===== src/rtl/assert_macros.svh =====
// Assertion helpers for the RTL files; block_in_edge_index_builder includes them.
// Each macro checks a property on the rising edge of clk, with rst_n low disabling it.
`ifndef ASSERT_MACROS_SVH
`define ASSERT_MACROS_SVH
`ifndef SYNTHESIS
// Plain property check: prop is a full property expression.
`define ASSERT_CLK(name, prop, msg) \
  name: assert property (@(posedge clk) disable iff (!rst_n) prop) else $error(msg);
// Next-cycle implication: cons must hold in the cycle after ante.
`define ASSERT_NEXT(name, ante, cons, msg) \
  name: assert property (@(posedge clk) disable iff (!rst_n) (ante) |=> (cons)) \
    else $error(msg);
`else
`define ASSERT_CLK(name, prop, msg)
`define ASSERT_NEXT(name, ante, cons, msg)
`endif
`endif


===== src/rtl/bieb_alu.sv =====
// Shared adder used by every counting, prefix and position step of the build.
module bieb_alu #(
  parameter int W = 11
) (
  input  logic [W-1:0] a,
  input  logic [W-1:0] b,
  input  logic         cin,
  output logic [W-1:0] sum
);

  assign sum = a + b + W'(cin);

endmodule


===== config.mk =====
export PLATFORM = sky130hd
export DESIGN_NAME = bieb_alu
export DESIGN_NICKNAME = d
export VERILOG_FILES = /design/src/rtl/assert_macros.svh /design/src/rtl/bieb_alu.sv
export SDC_FILE = /design/constraint.sdc
export NUM_CORES = 1
export LEC_CHECK = 0
export ABC_AREA = 1
export ABC_CLOCK_PERIOD_IN_PS = 3300
export BUFFER_PORTS_ARGS = -buffer_cell sky130_fd_sc_hd__buf_2
export CORE_ASPECT_RATIO = 0.7
export CORE_UTILIZATION = 30
export DETAILED_ROUTE_END_ITERATION = 8
export PLACE_DENSITY_LB_ADDON = 0.15
export SYNTH_ARGS = -nofsm -noshare
export SYNTH_HDL_FRONTEND = slang
export SYNTH_SLANG_ARGS = --single-unit

===== constraint.sdc =====
create_clock -name vclk -period 3.3
set_input_delay 0.66 -clock vclk [all_inputs]
set_output_delay 0.66 -clock vclk [all_outputs]
set_load 0.03 [all_outputs]

==> impl_metrics.ini <==
[place]
dp_slack_ns = 0.435
port_buffers = 34
place_area_sq_um = 777
place_congestion = 0.818
place_hpwl_mm = 1.27

[layout]
seqCellArea_sq_um = 0
layout-drive-gt1-share_pct = 28.4
fill_cells = 196
utilization_pct = 45.8
multi_input_area_sq_um = 505
antenna_cells = 0
clkbuf_count = 0
seq_cells = 0
syn_to_final_growth_pct = 33.8
fin_area_sq_um = 777
final_common_cell = nand2_1
nets = 177
mostFrequentLayoutCells = nand2_1, buf_2, inv_1

[yosys]
yosysUniqueCellTypes = 14
avgSynthCellArea_sq_um = 5.43
synth_fp_nets = 141
synth_area_sq_um = 581
ys_seq_area_share_pct = 0
yosysWarnings = 0
syn-instance-count = 107

[detailed_routing]
first_iter_violations = 14
vias = 692
wl_per_cell_um = 8.41
first_pass_iters = 4
wirelength_mm = 1.36
ant_nets = 0
drc = 0
vias_per_cell = 4.27

[hold_path]
hold_end = sum[0]
worstHoldStart = cin
hp-class = input pin to output port
hold_depth = 3

[floorplan]
die_h_um = 38.8
start_util_pct = 34.2
dieArea_sq_mm = 0.00212
die_width_um = 54.6
core_sq_mm = 0.00170
std_cell_rows = 12
num_io_pins = 34

[clock_tree]
cts_resized = 0
cts_setup_buffers = 0
holdBufCountCts = 0

[worst_setup_path]
cp_common_cell = nand3_1
cpPeakStageDelay_ns = 0.45
worstPathRequired_ns = 2.64
crit_path_max_fanout = 3
cp.arrival_ns = 2.20
crit_chain = buf_2 > fa_1 > inv_1 > fa_1 > inv_1 > nand3_1 > nand3_1 > nand2_1 > nand3_1 > nand2_1 > buf_2
cp-end-kind = output port
critPathLaunchType = input pin
path_class = input pin to output port
slowest_stage = fa_1

[sta]
rsz0062_at_grt = false
max_freq_mhz = 350
fin_crit_sh_pct = 86.7
setup_viol = 0
setup_tns_ns = 0
slew_headroom_pct = 82.9
worst_hold_slack_ns = 1.73
fin_crit_ns = 2.86
hold_viol = 0
slew_violations = 0
tightest_slew_ns = 0.257
worst_slack_ns = 0.439

[power]
power.density_mw_per_mm2 = 245
p_leak_uw = 0.000518
peakVddDrop_mv = 0.112

[flow_run]
cap_violations = 0

[global_routing]
antenna_found_initial = 0
track_usage_pct = 14.6
grt_max_degree = 7
overflow = 0
grt_pass1_vias = 543
grt_pass1_wl_mm = 2.32

[outcome]
status = completed
[synthesized netlist by cell type (all sizes together)]
library cell	n	area (sq um)
nand4	2	12.5
fa	2	40.0
xor2	4	35.0
nand2	44	173
nand3	11	60.1
xnor2	1	8.76
inv	20	75.1
ha	9	113
a21oi	4	23.8
nor2	10	40.0
[logic make-up after synthesis]
kind of cell / share of synthesized area (%)
AOI/OAI and AO/OA: 4.09
buffers and inverters: 12.9
adders and majority gates: 26.3
and+or+nand+nor: 49.1
xor gates and xnor gates: 7.54
[per-layer routing]
metal	vias up	routed length, um	GRT usage (%)
met1	277	678	21.0
li1	400	-	-
met3	0	56	0
met4	0	0	0
met2	15	627	25.3
met5	-	0	0
[worst max path at each step]
stage,from,to,cells past startpoint
after floorplan,a[0],sum[4],7
after global placement,a[0],sum[8],11
after detailed placement,a[0],sum[8],11
after CTS,a[0],sum[8],11
after global routing,a[0],sum[6],12
final,a[0],sum[8],11
[report_power, final]
group	total, uW	switching, uW	internal [uW]
clock network	0	0	0
registers	0	0	0
logic	191	125	65.5
[metrics by stage]
step,total power (uW),cells
floorplan,141,107
global placement,191,162
detailed placement,192,162
CTS,193,162
global route,212,162
finish,191,162
[critical path: cells and delay by family]
kind                     cells  cell delay [ns]
adder cells (fa/ha/maj)      2             0.65
buffers and inverters        4             0.44
AND/OR/NAND/NOR              5             0.45
[area by class of cell]
type,instances,area share (%)
inverters,20,9.66
multi-input cells,87,65.1
repair buffers,34,21.9
well taps,21,3.38
Note: power is estimated with default switching activity, not from simulation.
