<file path="src/rtl/assert_macros.svh">
// Assertion helpers for the RTL files; block_in_edge_index_builder includes them.
// Each macro checks a property on the rising edge of clk, with rst_n low disabling it.
`ifndef ASSERT_MACROS_SVH
`define ASSERT_MACROS_SVH
`ifndef SYNTHESIS
// Plain property check: prop is a full property expression.
`define ASSERT_CLK(name, prop, msg) \
  name: assert property (@(posedge clk) disable iff (!rst_n) prop) else $error(msg);
// Next-cycle implication: cons must hold in the cycle after ante.
`define ASSERT_NEXT(name, ante, cons, msg) \
  name: assert property (@(posedge clk) disable iff (!rst_n) (ante) |=> (cons)) \
    else $error(msg);
`else
`define ASSERT_CLK(name, prop, msg)
`define ASSERT_NEXT(name, ante, cons, msg)
`endif
`endif

</file>
<file path="src/rtl/bieb_pkg.sv">
package bieb_pkg;

  // Default table sizes.
  localparam int MAX_BLOCKS_DEF  = 1024;
  localparam int MAX_COLUMNS_DEF = 256;

  // Fixed field widths of the channels.
  localparam int OP_W     = 2;
  localparam int FACE_W   = 8;
  localparam int IDX_W    = 10;
  localparam int STATUS_W = 2;
  localparam int OWNER_W  = 8;

  // Operation codes.
  localparam logic [OP_W-1:0] OP_LOAD     = 2'd0;
  localparam logic [OP_W-1:0] OP_RD_COL   = 2'd1;
  localparam logic [OP_W-1:0] OP_RD_LIST  = 2'd2;
  localparam logic [OP_W-1:0] OP_RD_OWNER = 2'd3;

  // Result status codes.
  localparam logic [STATUS_W-1:0] STAT_OK       = 2'd0;
  localparam logic [STATUS_W-1:0] STAT_NOT_DONE = 2'd1;
  localparam logic [STATUS_W-1:0] STAT_RANGE    = 2'd2;

  // One result item.
  typedef struct packed {
    logic [STATUS_W-1:0] status;
    logic [OWNER_W-1:0]  owner_column;
    logic [IDX_W-1:0]    in_start;
    logic [IDX_W-1:0]    in_count;
    logic [IDX_W-1:0]    in_block;
  } res_t;

endpackage

</file>
<file path="src/rtl/bieb_if.sv">


// Result channel: one result per read command.
interface bieb_out_if;
  logic                          valid;
  logic                          ready;
  logic [bieb_pkg::STATUS_W-1:0] status;
  logic [bieb_pkg::OWNER_W-1:0]  owner_column;
  logic [bieb_pkg::IDX_W-1:0]    in_start;
  logic [bieb_pkg::IDX_W-1:0]    in_count;
  logic [bieb_pkg::IDX_W-1:0]    in_block;

  modport source (output valid, status, owner_column, in_start, in_count, in_block,
                  input ready);
  modport sink (input valid, status, owner_column, in_start, in_count, in_block,
                output ready);
endinterface

</file>
<file path="src/rtl/bieb_out_buf.sv">
// Output register that holds one result until the receiver takes it.
module bieb_out_buf (
  input  logic                clk,
  input  logic                rst_n,
  input  logic                push,
  input  bieb_pkg::res_t      push_data,
  output logic                free,
  bieb_out_if.source          out_ch
);

  logic           valid_r;
  bieb_pkg::res_t data_r;

  // The slot is free when empty or when its result transfers this cycle.
  assign free = !valid_r || out_ch.ready;

  // Valid flag follows pushes and transfers.
  always_ff @(posedge clk) begin
    if (!rst_n) begin
      valid_r <= 1'b0;
    end else if (push) begin
      valid_r <= 1'b1;
    end else if (out_ch.ready) begin
      valid_r <= 1'b0;
    end
  end

  // Payload is captured on each push.
  always_ff @(posedge clk) begin
    if (push) begin
      data_r <= push_data;
    end
  end

  assign out_ch.valid        = valid_r;
  assign out_ch.status       = data_r.status;
  assign out_ch.owner_column = data_r.owner_column;
  assign out_ch.in_start     = data_r.in_start;
  assign out_ch.in_count     = data_r.in_count;
  assign out_ch.in_block     = data_r.in_block;

endmodule

</file>
<file path="src/flat_wrapper.sv">
// flat-port wrapper written by rule: the top's interface ports become plain ports
module bieb_out_buf_flat 
  (clk, rst_n, push, push_data, free, out_ch_valid, out_ch_status, out_ch_owner_column, out_ch_in_start, out_ch_in_count, out_ch_in_block, out_ch_ready);
  bieb_out_if out_ch_i ();
  input  logic clk;
  input  logic rst_n;
  input  logic push;
  input  bieb_pkg::res_t push_data;
  output logic free;
  output wire logic [$bits(out_ch_i.valid)-1:0] out_ch_valid;
  output wire logic [$bits(out_ch_i.status)-1:0] out_ch_status;
  output wire logic [$bits(out_ch_i.owner_column)-1:0] out_ch_owner_column;
  output wire logic [$bits(out_ch_i.in_start)-1:0] out_ch_in_start;
  output wire logic [$bits(out_ch_i.in_count)-1:0] out_ch_in_count;
  output wire logic [$bits(out_ch_i.in_block)-1:0] out_ch_in_block;
  input wire logic [$bits(out_ch_i.ready)-1:0] out_ch_ready;
  assign out_ch_valid = out_ch_i.valid;
  assign out_ch_status = out_ch_i.status;
  assign out_ch_owner_column = out_ch_i.owner_column;
  assign out_ch_in_start = out_ch_i.in_start;
  assign out_ch_in_count = out_ch_i.in_count;
  assign out_ch_in_block = out_ch_i.in_block;
  assign out_ch_i.ready = out_ch_ready;
  bieb_out_buf u_core (.clk(clk), .rst_n(rst_n), .push(push), .push_data(push_data), .free(free), .out_ch(out_ch_i));
endmodule
</file>
<file path="config.mk">
export PLATFORM = sky130hd
export DESIGN_NAME = bieb_out_buf_flat
export DESIGN_NICKNAME = d
export VERILOG_FILES = /design/src/rtl/assert_macros.svh /design/src/rtl/bieb_pkg.sv /design/src/rtl/bieb_if.sv /design/src/rtl/bieb_out_buf.sv /design/src/flat_wrapper.sv
export SDC_FILE = /design/constraint.sdc
export NUM_CORES = 1
export LEC_CHECK = 0
export ABC_AREA = 0
export BUFFER_PORTS_ARGS = -buffer_cell sky130_fd_sc_hd__buf_2
export CORE_ASPECT_RATIO = 0.75
export CORE_MARGIN = 8
export CORE_UTILIZATION = 40
export DETAILED_ROUTE_END_ITERATION = 6
export GPL_TIMING_DRIVEN = 1
export PLACE_DENSITY = 0.78
export SYNTH_ARGS = -nofsm -noshare
export SYNTH_HDL_FRONTEND = slang
export SYNTH_SLANG_ARGS = --single-unit
</file>
<file path="constraint.sdc">
create_clock -name clk -period 0.8 [get_ports clk]
set_input_delay 0.16 -clock clk [delete_from_list [all_inputs] [get_ports clk]]
set_output_delay 0.16 -clock clk [all_outputs]
set_load 0.05 [all_outputs]
</file>
==> impl_metrics.json, run 1 <==
{
  "status": "finished with violations",
  "failed_checks": "setup timing",
  "hp-start": "push_data[6]",
  "via_count": 786,
  "gr-usage-all-layers_pct": 11.5,
  "cp.arrival_ns": 0.88,
  "p_leak_nw": 0.918,
  "postRouteAntennaNets": 0,
  "grt_pass1_wl_um": 4420,
  "setup_viol": 42,
  "drt-initial-drc-count": 24,
  "drt_wl_total_um": 3070,
  "drive_above_1_share_pct": 69.3,
  "portBuffers": 85,
  "max_freq_mhz": 961,
  "worstSetupStartpointType": "flop",
  "worstSetupPathType": "reg -> out",
  "synth_seq_cells": 41,
  "yosysWarnings": 0,
  "fillers": 190,
  "reg2reg_depth": 3,
  "grt_max_degree": 22,
  "cp.required_ns": 0.64,
  "cts_max_level": 2,
  "clockRootBuffer": "clkbuf_8",
  "ir_drop_v": 0.00158,
  "dp_slack_ns": -0.0254,
  "top_level_ports": 86,
  "die-area_sq_um": 5190,
  "reg2reg_from": "u_core.out_ch.valid",
  "syn_avg_cell_area_sq_um": 28.4,
  "crit_path_max_fanout": 1,
  "hold_end": "u_core.out_ch.in_block[6]",
  "cp-end-kind": "primary output",
  "syn_inst": 44,
  "core_area_sq_um": 2960,
  "critPathSlowestCell": "edfxtp_1",
  "cp.buffers_inverters": 1,
  "die_w_um": 80.6,
  "syn-num-nets": 88,
  "min_path_type": "in -> reg",
  "hold_depth": 1,
  "reg2reg_to": "u_core.out_ch.valid",
  "final_common_cell": "buf_2",
  "fin_skew_ns": 0,
  "worst_slew_pin_slew_ns": 0.117,
  "initial_utilization_pct": 42.3,
  "finalCritPeriodShare_pct": 130,
  "cts_tree": "built",
  "grt_pass1_vias": 900,
  "cellPowerDensity_nw_per_um2": 2470,
  "drcViolationCount": 0,
  "layout_common_cells": "43 x buf_2, 40 x buf_6, 40 x edfxtp_1",
  "vias_per_cell": 4.42,
  "rows": 17,
  "syn-cell-area_sq_um": 1250,
  "cts_buffers": 5,
  "ys_seq_area_share_pct": 97.7,
  "area_growth_pct": 72.1,
  "overflow": 0,
  "gp_congestion": 0.699,
  "wl_per_cell_um": 17.2,
  "slew_violations": 0,
  "cap_viol_max_count": 0,
  "dr.pass1.iters": 3,
  "whs_ns": 0.0531,
  "cts_sinks": 41,
  "dieHeight_um": 64.4,
  "relSlewSlack_pct": 92.2,
  "clk_pin_slew_worst_paths_ns": 0.07,
  "ys_types": 5,
  "path_cells": "buf_6",
  "cp_top_family": "flip-flops",
  "rsz0062_at_grt": "true",
  "diodes": 0,
  "cpPeakStageDelay_ns": 0.42,
  "clk-insertion-delay-late_ns": 0.28,
  "layout_setup_ws_ns": -0.240,
  "antenna_found_initial": 0,
  "fin_crit_ns": 1.04,
  "finalHoldViolCount": 0,
  "r2r_setup_slack_ns": 0.07,
  "nets": 183,
  "clk_path_buf_depth": 2
}
-- layer usage --
metal	track usage, %	vias to the layer above	wire (um)
li1	-	361	-
met3	11.6	4	607
met5	0	-	0
met4	4.30	0	39
met2	19.2	60	1500
met1	8.66	361	919
-- through the flow --
stage	util, %	area [sq um]	TNS (ns)	power, mW	std cells
final	72.7	2150	-7.92	5.30	178
after global placement	59.8	1770	-0.00862	3.56	169
after CTS	72.5	2140	-8.67	5.36	177
after global routing	72.7	2150	-9.42	5.47	178
after floorplan	-	1250	0	3.25	44
after detailed placement	59.8	1770	-0.0254	3.58	169
-- synth_stat cells --
| cell | n | area, sq um |
|---|---|---|
| edfxtp_1 | 40 | 1200 |
| inv_1 | 1 | 3.75 |
| dfxtp_1 | 1 | 20.0 |
| a21boi_2 | 1 | 11.3 |
| nand2b_4 | 1 | 13.8 |
-- power breakdown --
| part | internal (mW) | switching [mW] | leakage [nW] |
|---|---|---|---|
| clock | 0.920 | 0.608 | 0.0528 |
| sequential | 2.55 | 0.0803 | 0.400 |
| combinational | 0.411 | 0.737 | 0.465 |
| total | 3.88 | 1.43 | 0.918 |
-- how the worst max path moves through the flow --
| stage | from | end | slack [ns] | depth (start not counted) |
|---|---|---|---|---|
| floorplan | u_core.out_ch.valid | u_core.out_ch.valid | 0.02 | 2 |
| global placement | u_core.out_ch.valid | free | -0.009 | 2 |
| detailed placement | u_core.out_ch.valid | free | -0.03 | 2 |
| CTS | u_core.out_ch.in_block[6] | out_ch_in_block[6] | -0.25 | 1 |
| global route | u_core.out_ch.in_block[6] | out_ch_in_block[6] | -0.27 | 1 |
| finish | u_core.out_ch.in_block[6] | out_ch_in_block[6] | -0.24 | 1 |
-- cell families after synthesis --
group / count (synthesis) / synth area share [%]
compound gates: 1 / 0.901
buf+inv: 1 / 0.300
simple gates: 1 / 1.10
flops: 41 / 97.7
-- sequential cells by signal (all words and copies together) (netlist names) --
signal	count
u_core.out_ch.in_block	10
u_core.out_ch.in_count	10
u_core.out_ch.in_start	10
u_core.out_ch.owner_column	8
u_core.out_ch.status	2
u_core.out_ch.valid	1
-- final cells by class --
| cell class | instances | area (sq um) | share of cell area, % |
|---|---|---|---|
| Multi-Input combinational cell | 2 | 25.0 | 1.16 |
| Inverter | 1 | 3.75 | 0.175 |
| Timing Repair Buffer | 88 | 743 | 34.6 |
| Sequential cell | 41 | 1220 | 57.0 |
| Tap cell | 38 | 47.5 | 2.21 |
| Clock buffer | 6 | 72.6 | 3.37 |
| Clock inverter | 2 | 33.8 | 1.57 |
-- what timing repair did --
item,CTS,global route
pin swaps,0,0
hold buffers,0,0
setup buffers,0,1
endpoints found under the hold margin,0,0
gates resized for setup,86,0
endpoints found under the setup margin,42,42
No activity file was read; power rests on OpenSTA's default activity.
==> inputs of run 2 (changes only) <==
clock period = 1.1 ns   (was 0.8 ns; I/O delays follow)
==> impl_metrics.json, run 2 (synthesis results as in run 1) <==
{
  "wl_met2_um": 1570,
  "drive_above_1_share_pct": 69.3,
  "cp.required_ns": 0.88,
  "worstSetupPathType": "reg -> out",
  "finalCritPeriodShare_pct": 97.9,
  "reg2reg_depth": 3,
  "overflow": 0,
  "p_leak_nw": 0.896,
  "swShare_pct": 28.5,
  "drcViolationCount": 0,
  "highest_layer": "met4",
  "cts_max_level": 2,
  "cap_viol_max_count": 0,
  "path_cells": "buf_6",
  "fin_crit_ns": 1.08,
  "crit_path_start": "u_core.out_ch.in_count[3]",
  "crit_path_max_fanout": 1,
  "grt_pass1_wl_um": 4540,
  "drt-initial-drc-count": 29,
  "setup_viol": 0,
  "slew_violations": 0,
  "final_common_cell": "buf_2",
  "grt_max_degree": 23,
  "min_path_type": "in -> reg",
  "cp_top_family": "flip-flops",
  "dp_slack_ns": 0.209,
  "cp.arrival_ns": 0.86,
  "clk-insertion-delay-late_ns": 0.28,
  "fin_skew_ns": 0,
  "finalHoldViolCount": 0,
  "critPathSlowestCell": "edfxtp_1",
  "dp_hpwl_um": 2330,
  "postRouteAntennaNets": 0,
  "cts_buffers": 5,
  "die_w_um": 80.6,
  "worst_slew_pin_slew_ns": 0.154,
  "fillers": 193,
  "crit_cells": 1,
  "die-area_sq_um": 5190,
  "area_growth_pct": 67.0,
  "ir_drop_v": 0.00123,
  "layout_setup_ws_ns": 0.0231,
  "dr.pass1.iters": 3,
  "cp.buffers_inverters": 1,
  "gp_congestion": 0.707,
  "clkPwrFrac_pct": 26.4,
  "drt_wl_total_um": 3200,
  "crit_end": "out_ch_in_count[3]",
  "reg2reg_to": "u_core.out_ch.valid",
  "wl_met3_um": 467,
  "max_freq_mhz": 929,
  "whs_ns": 0.106,
  "p_seq_share_pct": 51.5,
  "reg2reg_from": "u_core.out_ch.valid",
  "rsz0062_at_grt": "true",
  "dpl-instance-area_sq_um": 1760,
  "clk_pin_slew_worst_paths_ns": 0.08,
  "top_level_ports": 86,
  "final_area_sq_um": 2090,
  "rows": 17,
  "worstSetupStartpointType": "flop",
  "core_area_sq_um": 2960,
  "diodes": 0,
  "cellPowerDensity_nw_per_um2": 1770,
  "cpPeakStageDelay_ns": 0.40,
  "clockRootBuffer": "clkbuf_8",
  "vias_per_cell": 4.33,
  "r2r_setup_slack_ns": 0.36,
  "cts_tree": "built",
  "grt_pass1_vias": 935,
  "layout_common_cells": "43 x buf_2, 40 x edfxtp_1, 30 x buf_6",
  "cp-end-kind": "primary output",
  "portBuffers": 85,
  "p_switching_mw": 1.05,
  "dieHeight_um": 64.4,
  "p_int_mw": 2.64,
  "wl_met1_um": 1110,
  "cts_sinks": 41,
  "nets": 183,
  "status": "finished, final reports clean",
  "gr-usage-all-layers_pct": 12.0,
  "wl_per_cell_um": 17.9,
  "relSlewSlack_pct": 89.8,
  "antenna_found_initial": 0,
  "via_count": 771,
  "initial_utilization_pct": 42.3,
  "clk_path_buf_depth": 2,
  "power_frac_comb_pct": 22.0
}
[run 2: cell type report]
class                   instances  area (sq um)  share of cell area, %
well taps                      38          47.5                   2.28
inverters                       1          3.75                  0.180
multi-input cells               2          25.0                   1.20
clock buffers                   8          90.1                   4.32
repair buffers                 88           698                   33.5
flip-flops and latches         41          1220                   58.6
[run 2: what timing repair did]
action	in CTS	in global routing
hold buffers	0	0
cloned	0	0
endpoints found under the setup margin	22	41
resized for setup	27	67
buffers inserted	0	1
hold endpoints to repair	0	0
pin swaps	0	0
[run 2: per-stage QoR]
step / power (mW) / setup TNS [ns] / instances / util, %
3_5_place_dp: 2.60 / 0 / 169 / 59.7
4_1_cts: 3.63 / -0.00283 / 177 / 65.2
2_1_floorplan: 2.36 / 0 / 44 / -
6_report: 3.69 / 0 / 178 / 70.6
3_3_place_gp: 2.59 / 0 / 169 / 59.7
5_1_grt: 3.84 / -0.144 / 178 / 70.6
[run 2: worst min-delay path by stage]
stage,start,end,slack [ns],cells after the start
floorplan,push_data[0],u_core.out_ch.in_block[0],0.32,0
global placement,push_data[2],u_core.out_ch.in_block[2],0.40,1
detailed placement,push_data[34],u_core.out_ch.owner_column[4],0.40,1
CTS,push_data[26],u_core.out_ch.in_start[6],0.1,1
global route,push_data[31],u_core.out_ch.owner_column[1],0.09,1
finish,push_data[17],u_core.out_ch.in_count[7],0.11,1
[run 2: worst reg2reg max path, cell delays in order, from the launching register on]
cell	delay [ns]
dfxtp_2	0.36
nand2b_4	0.07
buf_4	0.13
a21boi_2	0.12
[run 2: power groups by stage]
stage	Combinational (mW)	Sequential, mW	Clock [mW]
6_report	0.813	1.90	0.976
3_5_place_dp	0.691	1.91	0
3_3_place_gp	0.681	1.91	0
2_1_floorplan	0.0135	2.35	0
5_1_grt	0.837	1.92	1.09
4_1_cts	0.735	1.88	1.01
[run 2: per-layer routing]
layer,up-vias,global-route usage (%)
li1,363,-
met1,351,11.8
met2,52,18.4
met3,5,8.54
met4,0,6.79
met5,-,0
==> inputs of run 3 (changes only) <==
CAP_MARGIN = 20   (was unset)
CORE_ASPECT_RATIO = unset   (was 0.75)
==> impl_metrics.json, run 3 (synthesis results as in run 1) <==
{
  "status": "finished with violations",
  "failed_checks": "setup timing",
  "worstSetupStartpointType": "flop",
  "cp_top_family": "flip-flops",
  "grt_pass1_wl_um": 4320,
  "drt_wl_total_um": 3040,
  "final_common_cell": "buf_2",
  "clk_path_buf_depth": 2,
  "whs_ns": 0.0548,
  "overflow": 0,
  "cts_buffers": 5,
  "rsz0062_at_grt": "true",
  "postCtsHoldBufs": 0,
  "cts_sinks": 41,
  "gr-usage-all-layers_pct": 11.5,
  "die-area_sq_um": 5170,
  "p_switching_mw": 1.03,
  "relSlewSlack_pct": 92.0,
  "finalCritPeriodShare_pct": 106,
  "slew_violations": 0,
  "antenna_found_initial": 0,
  "top_level_ports": 86,
  "layout_common_cells": "43 x buf_2, 40 x buf_6, 40 x edfxtp_1",
  "clockRootBuffer": "clkbuf_4",
  "cts_max_level": 2,
  "setup_viol": 38,
  "fin_crit_ns": 1.17,
  "cellPowerDensity_nw_per_um2": 1630,
  "min_path_type": "in -> reg",
  "area_growth_pct": 67.1,
  "drive_above_1_share_pct": 69.3,
  "worst_slew_pin_slew_ns": 0.120,
  "diodes": 0,
  "dieHeight_um": 71.9,
  "wl_per_cell_um": 17.5,
  "cp.required_ns": 0.88,
  "clk-insertion-delay-late_ns": 0.32,
  "cp.arrival_ns": 0.95,
  "p_int_mw": 2.38,
  "ir_drop_v": 0.000977,
  "cpPeakStageDelay_ns": 0.44,
  "vias_per_cell": 4.59,
  "gp_congestion": 0.675,
  "via_count": 794,
  "max_freq_mhz": 857,
  "postRouteAntennaNets": 0,
  "p_seq_share_pct": 56.0,
  "initial_utilization_pct": 41.6,
  "die_w_um": 71.9,
  "grt_max_degree": 23,
  "core_area_sq_um": 3000,
  "dr.pass1.iters": 3,
  "path_cells": "buf_6",
  "cap_viol_max_count": 0,
  "cp-end-kind": "primary output",
  "nets": 183,
  "grt_pass1_vias": 906,
  "portBuffers": 85,
  "clk_pin_slew_worst_paths_ns": 0.11,
  "p_leak_nw": 0.896,
  "cp.buffers_inverters": 1,
  "crit_path_max_fanout": 1,
  "worstSetupPathType": "reg -> out",
  "drcViolationCount": 0,
  "rows": 20,
  "drt-initial-drc-count": 24,
  "finalHoldViolCount": 0,
  "critPathSlowestCell": "edfxtp_1",
  "dp_slack_ns": 0.212,
  "power_frac_comb_pct": 24.4,
  "layout_setup_ws_ns": -0.0672,
  "fin_skew_ns": 0,
  "swShare_pct": 30.1,
  "cts_tree": "built",
  "clkPwrFrac_pct": 19.6
}
[run 3: stage by stage]
step	util, %	total power [mW]	TNS (ns)	cell area (sq um)	cells
floorplan	-	2.36	0	1250	44
global placement	58.5	2.59	0	1760	164
detailed placement	58.5	2.60	0	1760	164
CTS	69.0	3.45	-1.77	2070	172
global route	69.5	3.54	-2.83	2090	173
finish	69.5	3.41	-0.634	2090	173
[run 3: path summary, 6_finish.rpt]
| path | startpoint | end | slack [ns] | cells past startpoint |
|---|---|---|---|---|
| worst min-delay path | push_data[14] | u_core.out_ch.in_count[4] | 0.05 | 1 |
| worst max-delay path | u_core.out_ch.in_start[3] | out_ch_in_start[3] | -0.07 | 1 |
| worst min register to register | u_core.out_ch.valid | u_core.out_ch.valid | 0.62 | 3 |
| worst max register to register | u_core.out_ch.valid | u_core.out_ch.valid | 0.35 | 3 |
[run 3: layer usage]
| layer | part of all wire, % | routed length, um | track usage, % | up-vias |
|---|---|---|---|---|
| met3 | 17 | 508 | 9.64 | 4 |
| met2 | 49 | 1490 | 17.7 | 61 |
| li1 | - | - | - | 364 |
| met1 | 32 | 984 | 10.2 | 365 |
| met5 | 0 | 0 | 0 | - |
| met4 | 1.6 | 50 | 6.80 | 0 |
[run 3: cell type report]
class	count	area (sq um)
fill	187	915
timing repair buffer	88	743
sequential	41	1220
clock buffer	5	37.5
tap	33	41.3
multi-input combinational	2	25.0
inverter	1	3.75
clock inverter	3	12.5
[run 3: timing repair]
| action | 4_1_cts | 5_1_grt |
|---|---|---|
| pin swaps | 0 | 0 |
| endpoints found under the hold margin | 0 | 0 |
| setup buffers | 0 | 1 |
| gates resized for setup | 84 | 3 |
| setup endpoints to repair | 42 | 42 |
[run 3: power by group through the flow]
stage	Sequential [mW]	Combinational, mW	Clock (mW)
final	1.91	0.832	0.666
after global routing	1.92	0.859	0.763
after CTS	1.91	0.831	0.706
after detailed placement	1.91	0.686	0
after global placement	1.91	0.680	0
after floorplan	2.35	0.0135	0
